### src/design/mbpc_pkg.sv
// mbpc_pkg: shared types and constants for the multi-button press classifier
// used by mbpc_btn_cell and multi_button_press_classifier_core; no dependencies

package mbpc_pkg;

    // width of every configuration register
    localparam int CFG_WIDTH = 16;

    // configuration register indexes
    localparam logic [1:0] REG_SHORT_PRESS = 2'd0;
    localparam logic [1:0] REG_LONG_PRESS  = 2'd1;
    localparam logic [1:0] REG_COMBO       = 2'd2;

    // configuration reset values
    localparam logic [CFG_WIDTH-1:0] SHORT_PRESS_RESET = 16'd5;
    localparam logic [CFG_WIDTH-1:0] LONG_PRESS_RESET  = 16'd100;
    localparam logic [CFG_WIDTH-1:0] COMBO_RESET       = 16'd20;

    // per-button press class
    typedef enum logic [1:0] {
        CLS_NONE  = 2'd0,
        CLS_SHORT = 2'd1,
        CLS_LONG  = 2'd2
    } press_class_t;

    // thresholds broadcast to every button cell
    typedef struct packed {
        logic [CFG_WIDTH-1:0] short_ticks;
        logic [CFG_WIDTH-1:0] long_ticks;
        logic [CFG_WIDTH-1:0] combo_ticks;
    } cfg_t;

    // status rippled from one button cell to the next
    typedef struct packed {
        logic       stop;          // a released short press was taken earlier in the row
        logic       long_seen;     // a long class was seen before the stop point
        logic       report;        // a valid press is being reported
        logic       short_present; // the reported press includes a short button
        logic [1:0] short_button;  // index of that short button
        logic [2:0] long_count;    // running count of long buttons in the report
    } chain_t;

endpackage

### src/design/multi_button_press_classifier_core.sv
// multi_button_press_classifier_core: top level with config registers,
// the row of mbpc_btn_cell instances and the output register; uses mbpc_pkg
// output: a result is registered and appears on the master side in the cycle after its request is accepted
// throughput: one request per cycle unless m_tready stalls; every button cell updates in the cycle its request
//   is accepted, the ripple through the row (BUTTON_COUNT cells) only sets the clock period
// reset: rst_n clears all hold counts, classes, valid flags and the active flag,
//   empties the output register and loads the default thresholds 5, 100 and 20
// s_tready stays high while the output register is empty or being drained

module multi_button_press_classifier_core
    import mbpc_pkg::*;
#(
    parameter int BUTTON_COUNT = 4,
    parameter int HOLD_WIDTH   = 16
)
(
    input  logic                 clk,
    input  logic                 rst_n,
    // configuration write port
    input  logic                 cfg_we,
    input  logic [1:0]           cfg_index,
    input  logic [CFG_WIDTH-1:0] cfg_data,
    // input stream
    input  logic                 s_tvalid,
    output logic                 s_tready,
    input  logic [7:0]           s_tdata,   // [3:0] pressed_levels, [7:4] zero
    // result stream
    output logic                 m_tvalid,
    input  logic                 m_tready,
    output logic [15:0]          m_tdata,   // [0] short_present, [2:1] short_button,
                                            // [6:3] long_mask, [9:7] long_count,
                                            // [10] awaiting_release, [15:11] zero
    output logic                 m_tuser    // [0] report_valid
);

    cfg_t cfg_reg;
    logic active_reg;
    logic active_next;

    logic        out_valid_reg;
    logic        out_report_reg;
    logic        out_short_reg;
    logic [1:0]  out_button_reg;
    logic [3:0]  out_mask_reg;
    logic [2:0]  out_count_reg;
    logic        out_await_reg;

    logic                    accept;
    logic [3:0]              levels;
    logic [BUTTON_COUNT-1:0] pushed;
    logic [BUTTON_COUNT-1:0] mask_vec;
    logic [BUTTON_COUNT-1:0] valid_vec;
    logic [3:0]              long_mask;
    chain_t                  chain [BUTTON_COUNT+1];
    chain_t                  tail;
    logic                    join_all;

    assign accept   = s_tvalid && s_tready;
    assign s_tready = !out_valid_reg || m_tready;
    assign levels   = s_tdata[3:0];

    // configuration registers
    always_ff @(posedge clk or negedge rst_n)
    begin
        if (!rst_n)
        begin
            cfg_reg.short_ticks <= SHORT_PRESS_RESET;
            cfg_reg.long_ticks  <= LONG_PRESS_RESET;
            cfg_reg.combo_ticks <= COMBO_RESET;
        end
        else if (cfg_we)
        begin
            case (cfg_index)
                REG_SHORT_PRESS: cfg_reg.short_ticks <= cfg_data;
                REG_LONG_PRESS:  cfg_reg.long_ticks  <= cfg_data;
                REG_COMBO:       cfg_reg.combo_ticks <= cfg_data;
                default:         cfg_reg             <= cfg_reg;
            endcase
        end
    end

    // row of button cells
    assign chain[0] = '0;
    assign tail     = chain[BUTTON_COUNT];
    assign join_all = !active_reg && tail.long_seen;

    for (genvar i = 0; i < BUTTON_COUNT; i++)
    begin : g_btn
        if (i < 4)
        begin : g_wired
            assign pushed[i] = levels[i];
        end
        else
        begin : g_absent
            assign pushed[i] = 1'b0;
        end

        mbpc_btn_cell #(
            .IDX        (i),
            .HOLD_WIDTH (HOLD_WIDTH)
        ) u_btn_cell (
            .clk       (clk),
            .rst_n     (rst_n),
            .step      (accept),
            .pushed    (pushed[i]),
            .active    (active_reg),
            .join_all  (join_all),
            .cfg       (cfg_reg),
            .chain_in  (chain[i]),
            .chain_out (chain[i+1]),
            .mask_bit  (mask_vec[i]),
            .valid     (valid_vec[i])
        );
    end

    // long mask limited to the field width
    for (genvar j = 0; j < 4; j++)
    begin : g_mask
        if (j < BUTTON_COUNT)
        begin : g_bit
            assign long_mask[j] = mask_vec[j];
        end
        else
        begin : g_zero
            assign long_mask[j] = 1'b0;
        end
    end

    // active flag: armed from idle by a released short press or a long class, released once no button is pressed
    always_comb
    begin
        if (!active_reg)
        begin
            active_next = tail.stop | tail.long_seen;
        end
        else
        begin
            active_next = |pushed;
        end
    end

    always_ff @(posedge clk or negedge rst_n)
    begin
        if (!rst_n)
        begin
            active_reg <= 1'b0;
        end
        else if (accept)
        begin
            active_reg <= active_next;
        end
    end

    // output register
    always_ff @(posedge clk or negedge rst_n)
    begin
        if (!rst_n)
        begin
            out_valid_reg <= 1'b0;
        end
        else if (accept)
        begin
            out_valid_reg <= 1'b1;
        end
        else if (m_tready)
        begin
            out_valid_reg <= 1'b0;
        end
    end

    always_ff @(posedge clk)
    begin
        if (accept)
        begin
            out_report_reg <= tail.report;
            out_short_reg  <= tail.short_present;
            out_button_reg <= tail.short_button;
            out_mask_reg   <= long_mask;
            out_count_reg  <= tail.long_count;
            out_await_reg  <= active_next;
        end
    end

    assign m_tvalid = out_valid_reg;
    assign m_tuser  = out_report_reg;
    assign m_tdata  = {5'd0, out_await_reg, out_count_reg, out_mask_reg,
                       out_button_reg, out_short_reg};

    // a short press is only ever part of a report
    assert property (@(posedge clk) disable iff (!rst_n)
        (out_valid_reg && out_short_reg) |-> out_report_reg)
        else $error("short press result without report");

    // a request taken while idle never produces a report
    assert property (@(posedge clk) disable iff (!rst_n)
        (accept && !active_reg) |=> !out_report_reg)
        else $error("report issued from idle tick");

    // any valid button means the block is armed
    assert property (@(posedge clk) disable iff (!rst_n)
        (|valid_vec) |-> active_reg)
        else $error("valid button while not armed");

    // long count matches the long mask when all buttons fit the mask
    assert property (@(posedge clk) disable iff (!rst_n)
        (out_valid_reg && (BUTTON_COUNT <= 4)) |->
            (32'(out_count_reg) == 32'($countones(out_mask_reg))))
        else $error("long count disagrees with long mask");

endmodule

### src/design/mbpc_btn_cell.sv
// mbpc_btn_cell: hold counter, class and valid flag of one button
// depends on mbpc_pkg; instantiated as a row by multi_button_press_classifier_core

module mbpc_btn_cell
    import mbpc_pkg::*;
#(
    parameter int IDX        = 0,
    parameter int HOLD_WIDTH = 16
)
(
    input  logic   clk,
    input  logic   rst_n,
    input  logic   step,
    input  logic   pushed,
    input  logic   active,
    input  logic   join_all,
    input  cfg_t   cfg,
    input  chain_t chain_in,
    output chain_t chain_out,
    output logic   mask_bit,
    output logic   valid
);

    localparam int CW = (HOLD_WIDTH > CFG_WIDTH) ? HOLD_WIDTH : CFG_WIDTH;
    localparam logic [HOLD_WIDTH-1:0] HOLD_MAX = {HOLD_WIDTH{1'b1}};
    localparam logic [CW-1:0] HOLD_MAX_EXT = CW'(HOLD_MAX);
    localparam logic [1:0] IDX_CODE = 2'(IDX % 4);

    logic [HOLD_WIDTH-1:0] hold_reg;
    logic [HOLD_WIDTH-1:0] hold_next;
    press_class_t          class_reg;
    press_class_t          class_next;
    logic                  valid_reg;
    logic                  valid_next;

    logic [HOLD_WIDTH-1:0] hold_inc;
    logic [CW-1:0]         hold_ext;
    logic [CW-1:0]         short_ext;
    logic [CW-1:0]         long_ext;
    logic [CW:0]           reach;
    logic [HOLD_WIDTH-1:0] long_clamp;
    press_class_t          class_calc;
    logic                  release_short;
    logic                  join_ok;
    logic                  rep_hit;

    // saturating hold count for this tick
    assign hold_inc  = (pushed && (hold_reg != HOLD_MAX)) ? hold_reg + 1'b1 : hold_reg;
    assign hold_ext  = CW'(hold_inc);
    assign short_ext = CW'(cfg.short_ticks);
    assign long_ext  = CW'(cfg.long_ticks);

    // classing from the updated hold count
    always_comb
    begin
        if ((hold_ext > short_ext) && (hold_ext <= long_ext))
        begin
            class_calc = CLS_SHORT;
        end
        else if (hold_ext >= long_ext)
        begin
            class_calc = CLS_LONG;
        end
        else
        begin
            class_calc = CLS_NONE;
        end
    end

    // join test: long minus hold at most the allowance
    assign reach      = {1'b0, hold_ext} + {1'b0, CW'(cfg.combo_ticks)};
    assign join_ok    = pushed && (reach >= {1'b0, long_ext});
    assign long_clamp = (long_ext > HOLD_MAX_EXT) ? HOLD_MAX : HOLD_WIDTH'(long_ext);

    assign release_short = (class_calc == CLS_SHORT) && !pushed && !chain_in.stop;
    assign rep_hit       = active && valid_reg;

    // ripple to the next cell
    always_comb
    begin
        chain_out           = chain_in;
        mask_bit            = 1'b0;
        chain_out.stop      = chain_in.stop | release_short;
        chain_out.long_seen = chain_in.long_seen |
                              (!chain_in.stop && (class_calc == CLS_LONG));
        if (rep_hit)
        begin
            chain_out.report = 1'b1;
            case (class_reg)
                CLS_SHORT:
                begin
                    chain_out.short_present = 1'b1;
                    chain_out.short_button  = IDX_CODE;
                end
                CLS_LONG:
                begin
                    chain_out.long_count = chain_in.long_count + 3'd1;
                    mask_bit             = 1'b1;
                end
                default:
                begin
                    chain_out.long_count = chain_in.long_count;
                end
            endcase
        end
    end

    // next per-button state
    always_comb
    begin
        if (active)
        begin
            hold_next  = '0;
            class_next = CLS_NONE;
            valid_next = 1'b0;
        end
        else if (join_all && join_ok)
        begin
            hold_next  = long_clamp;
            class_next = CLS_LONG;
            valid_next = 1'b1;
        end
        else
        begin
            hold_next  = hold_inc;
            class_next = class_calc;
            valid_next = release_short;
        end
    end

    // state registers, advanced once per accepted request
    always_ff @(posedge clk or negedge rst_n)
    begin
        if (!rst_n)
        begin
            hold_reg  <= '0;
            class_reg <= CLS_NONE;
            valid_reg <= 1'b0;
        end
        else if (step)
        begin
            hold_reg  <= hold_next;
            class_reg <= class_next;
            valid_reg <= valid_next;
        end
    end

    assign valid = valid_reg;

endmodule
### config.mk
export PLATFORM = sky130hd
export DESIGN_NAME = multi_button_press_classifier_core
export DESIGN_NICKNAME = d
export VERILOG_FILES = /design/src/design/mbpc_pkg.sv /design/src/design/multi_button_press_classifier_core.sv /design/src/design/mbpc_btn_cell.sv
export SDC_FILE = /design/constraint.sdc
export NUM_CORES = 1
export LEC_CHECK = 0
export BUFFER_PORTS_ARGS = -buffer_cell sky130_fd_sc_hd__buf_2
export CAP_MARGIN = 20
export CORE_UTILIZATION = 55
export DETAILED_ROUTE_END_ITERATION = 8
export GPL_TIMING_DRIVEN = 0
export PLACE_DENSITY = 0.73
export SYNTH_ARGS = -nofsm -noshare
export SYNTH_HDL_FRONTEND = slang
export SYNTH_SLANG_ARGS = --single-unit
### constraint.sdc
create_clock -name clk -period 7.6 [get_ports clk]
set_input_delay 2.28 -clock clk [delete_from_list [all_inputs] [get_ports clk]]
set_output_delay 2.28 -clock clk [all_outputs]
set_load 0.02 [all_outputs]
==> impl_metrics.csv <==
group,metric,value,unit
status,run_status,"finished, final reports clean",
clock_network,htree_levels,4,
setup_path,endpoint_kind,"flop",
setup_path,worstRegToRegCells,24,
synthesis,ys_seq_area_share,24.1,%
synthesis,synth.most_common_cell,"ha_1",
floorplan,fp.dieW,165,um
detailed_routing,wl_per_cell,24.3,um
setup_path,required,7.93,ns
timing,period_needed,7.47,ns
clock_network,tritoncts,"built",
pwr,swShare,46.4,%
synthesis,ys_warn_count,0,
synthesis,postSynth.asyncResetShare,91.3,%
timing,worst_clock_skew,0.0130,ns
synthesis,synth_top_area_share,22.5,%
global_routing,grt_pass1_wl,76.4,mm
cells_and_area,nNetsFinal,2056,
synthesis,synth_commonest_cells,"ha_1, nand2_1, a21oi_1",
pwr,powerDensity,241,mW/mm2
synthesis,synthCells,1689,
timing,clock.fmax,134,MHz
detailed_routing,wl,51.2,mm
hold_path,min_from,"cfg_reg[19]",
pwr,pwr-share-comb,51.5,%
pwr,pwr-share-seq,24.5,%
setup_path,cp_max_fo,10,
setup_path,r2r-start,"g_btn[2].u_btn_cell.hold_reg[2]",
timing,setup_violations,0,
timing,timing.hold.ws,0.506,ns
pwr,power.internal,2.10,mW
pwr,power_frac_clock,24.0,%
floorplan,fp-row-count,59,
timing,max_slew_margin,25.5,%
timing,fin_crit_sh,98.4,%
synthesis,syn_area,0.0146,mm2
clock_network,clk_pin_slew,0.07,ns
global_routing,grt.total_usage,38.1,%
place,gp_congestion,1.01,
pwr,p_leak,7.75,nW
hold_path,hold_path_class,"reg2reg",
hold_path,hold_path_depth,1,
global_routing,overflow,0,
clock_network,cts_sinks,138,
synthesis,ys_ff_latch,138,
floorplan,die_area,0.0273,mm2
timing,hold_viol_final,0,
setup_path,criticalPathCategory,"in2reg",
synthesis,avgSynthCellArea,8.67,um2
setup_path,start_kind,"primary input",
floorplan,die_h,165,um
setup_path,reg2reg_slack,0.32,ns
clock_network,clockRootBuffer,"clkbuf_16",
cells_and_area,n_antenna_cell,0,
detailed_routing,antenna_left,0,
cells_and_area,area_growth,10.9,%
cells_and_area,largest_register_ffs,64,
timing,fin_tns_setup,0,ns
synthesis,ys_types,74,
hold_path,hold_end,"cfg_reg[19]",
cells_and_area,fin_util,62.3,%
detailed_routing,drc,0,
global_routing,antenna_found_initial,0,
detailed_routing,drt-pass1-iter-count,6,
setup_path,crit_arrival,7.81,ns
pwr,p_switching,1.81,mW
global_routing,grt_pass1_vias,12600,
global_routing,grt_max_degree,66,
timing,drv_slew,0,
detailed_routing,vias,14100,
place,port_buffers,40,
detailed_routing,drtIter0Drc,1728,
floorplan,core-area,0.0261,mm2
timing,tightest_slew,1.11,ns
clock_network,clk_path_buf_depth,2,
job,cap_violations,0,
synthesis,synth_top_area_cell,"ha_1",
pwr,vdd_drop_max,0.000140,V
floorplan,io_pins,50,
detailed_routing,vias_per_cell,6.69,
place,hpwl,39.3,mm
clock_network,clk_latency,0.46,ns
synthesis,ys.flop_type,"dfrtp_1",
setup_path,r2r-end,"g_btn[2].u_btn_cell.hold_reg[6]",
cells_and_area,drive_above_1_share,11.5,%
clock_network,numCtsBuffers,17,
synthesis,synth_edf_count,12,
synthesis,synth_area_leaders,"ha_1, dfrtp_1, nand2_1",
floorplan,initial_utilization,56.2,%
==> area by class of cell <==
class	instances	area (um2)
Tap cell	335	419
Sequential cell	138	3520
Buffer	68	333
Clock buffer	17	425
Fill cell	2300	9830
Clock inverter	15	198
Inverter	81	304
Timing Repair Buffer	50	302
Multi-Input combinational cell	1402	10700
==> critical path: stages <==
cell	delay, ns
buf_2	0.19
o41ai_4	0.20
inv_1	0.15
nand4_1	0.15
xnor2_2	0.44
ha_1	0.37
nand2_1	0.11
o21ai_0	0.13
o21a_1	0.20
nor2_1	0.11
xnor2_1	0.13
ha_1	0.27
and4_1	0.20
a2111oi_1	0.40
o21ai_1	0.27
a221o_1	0.41
a21oi_1	0.16
o211ai_1	0.09
buf_4	0.19
and2_1	0.33
and2_1	0.24
buf_2	0.20
buf_2	0.23
a221o_1	0.32
==> per-stage QoR <==
| step | cells | power (mW) | setup slack, ns | cell area (um2) |
|---|---|---|---|---|
| after floorplan | 1693 | 2.28 | 0.778 | 14700 |
| after global placement | 2068 | 2.80 | -1.28 | 15300 |
| after detailed placement | 2069 | 2.87 | -1.25 | 15300 |
| after CTS | 2102 | 3.82 | 0.0155 | 16000 |
| after global routing | 2106 | 4.14 | -0.0173 | 16200 |
| final | 2106 | 3.91 | 0.125 | 16200 |
==> power by group through the flow <==
stage	registers (mW)	clock network (mW)	logic, mW
after CTS	0.951	0.933	1.94
final	0.956	0.938	2.01
after global placement	0.961	0	1.84
after detailed placement	0.964	0	1.91
after global routing	0.968	0.965	2.21
after floorplan	0.928	0	1.35
==> kinds of logic (layout without fill, tap and decap cells) <==
kind of cell               count (synthesis)  after routing  synth area share [%]
and+or+nand+nor                          556            556                  19.1
AOI/OAI and AO/OA                        423            423                  19.7
adders and majority gates                267            267                  23.0
buffers and inverters                    153            231                  4.44
other                                      1              5                0.0256
DFF                                      138            138                  24.1
xor gates and xnor gates                 114            114                  6.82
muxes                                     37             37                  2.84
==> worst max-delay path by stage <==
stage / end / startpoint / cells past startpoint / slack (ns)
detailed placement: g_btn[2].u_btn_cell.hold_reg[6] / s_tdata[2] / 23 / -1.25
CTS: g_btn[0].u_btn_cell.hold_reg[7] / s_tdata[0] / 25 / 0.02
global placement: g_btn[2].u_btn_cell.hold_reg[6] / s_tdata[2] / 23 / -1.28
floorplan: g_btn[2].u_btn_cell.hold_reg[10] / s_tdata[2] / 22 / 0.78
global route: g_btn[3].u_btn_cell.hold_reg[4] / s_tdata[3] / 24 / -0.02
finish: g_btn[2].u_btn_cell.hold_reg[6] / s_tdata[2] / 24 / 0.13
==> cell usage in the layout, fill, tap and decap left out, types with 19 or more instances in the layout <==
master,instances
ha_1,263
nand2_1,180
a21oi_1,126
dfrtp_1,119
inv_1,81
nand3_1,73
o21ai_0,69
nor2_1,64
xnor2_1,62
buf_2,47
nand4_1,46
a221o_1,44
clkbuf_1,43
nor3_1,43
mux2_2,36
xor2_1,35
o211ai_1,27
nor2b_1,23
a21o_1,20
buf_4,20
and3_1,19
a22oi_1,19
==> metal layers <==
layer | up-vias | routed length [um] | global-route usage (%)
li1 | 6474 | - | -
met1 | 6730 | 22100 | 53.8
met2 | 757 | 21600 | 56.1
met3 | 130 | 5290 | 7.39
met4 | 0 | 2230 | 16.5
met5 | - | 0 | 0
==> repair_timing <==
| item | 4_1_cts | 5_1_grt |
|---|---|---|
| pin swaps | 2 | 6 |
| hold buffers | 0 | 0 |
| endpoints found under the setup margin | 37 | 73 |
| gates resized for setup | 11 | 32 |
| setup buffers | 2 | 7 |
Power figures use the tool's default switching activity.
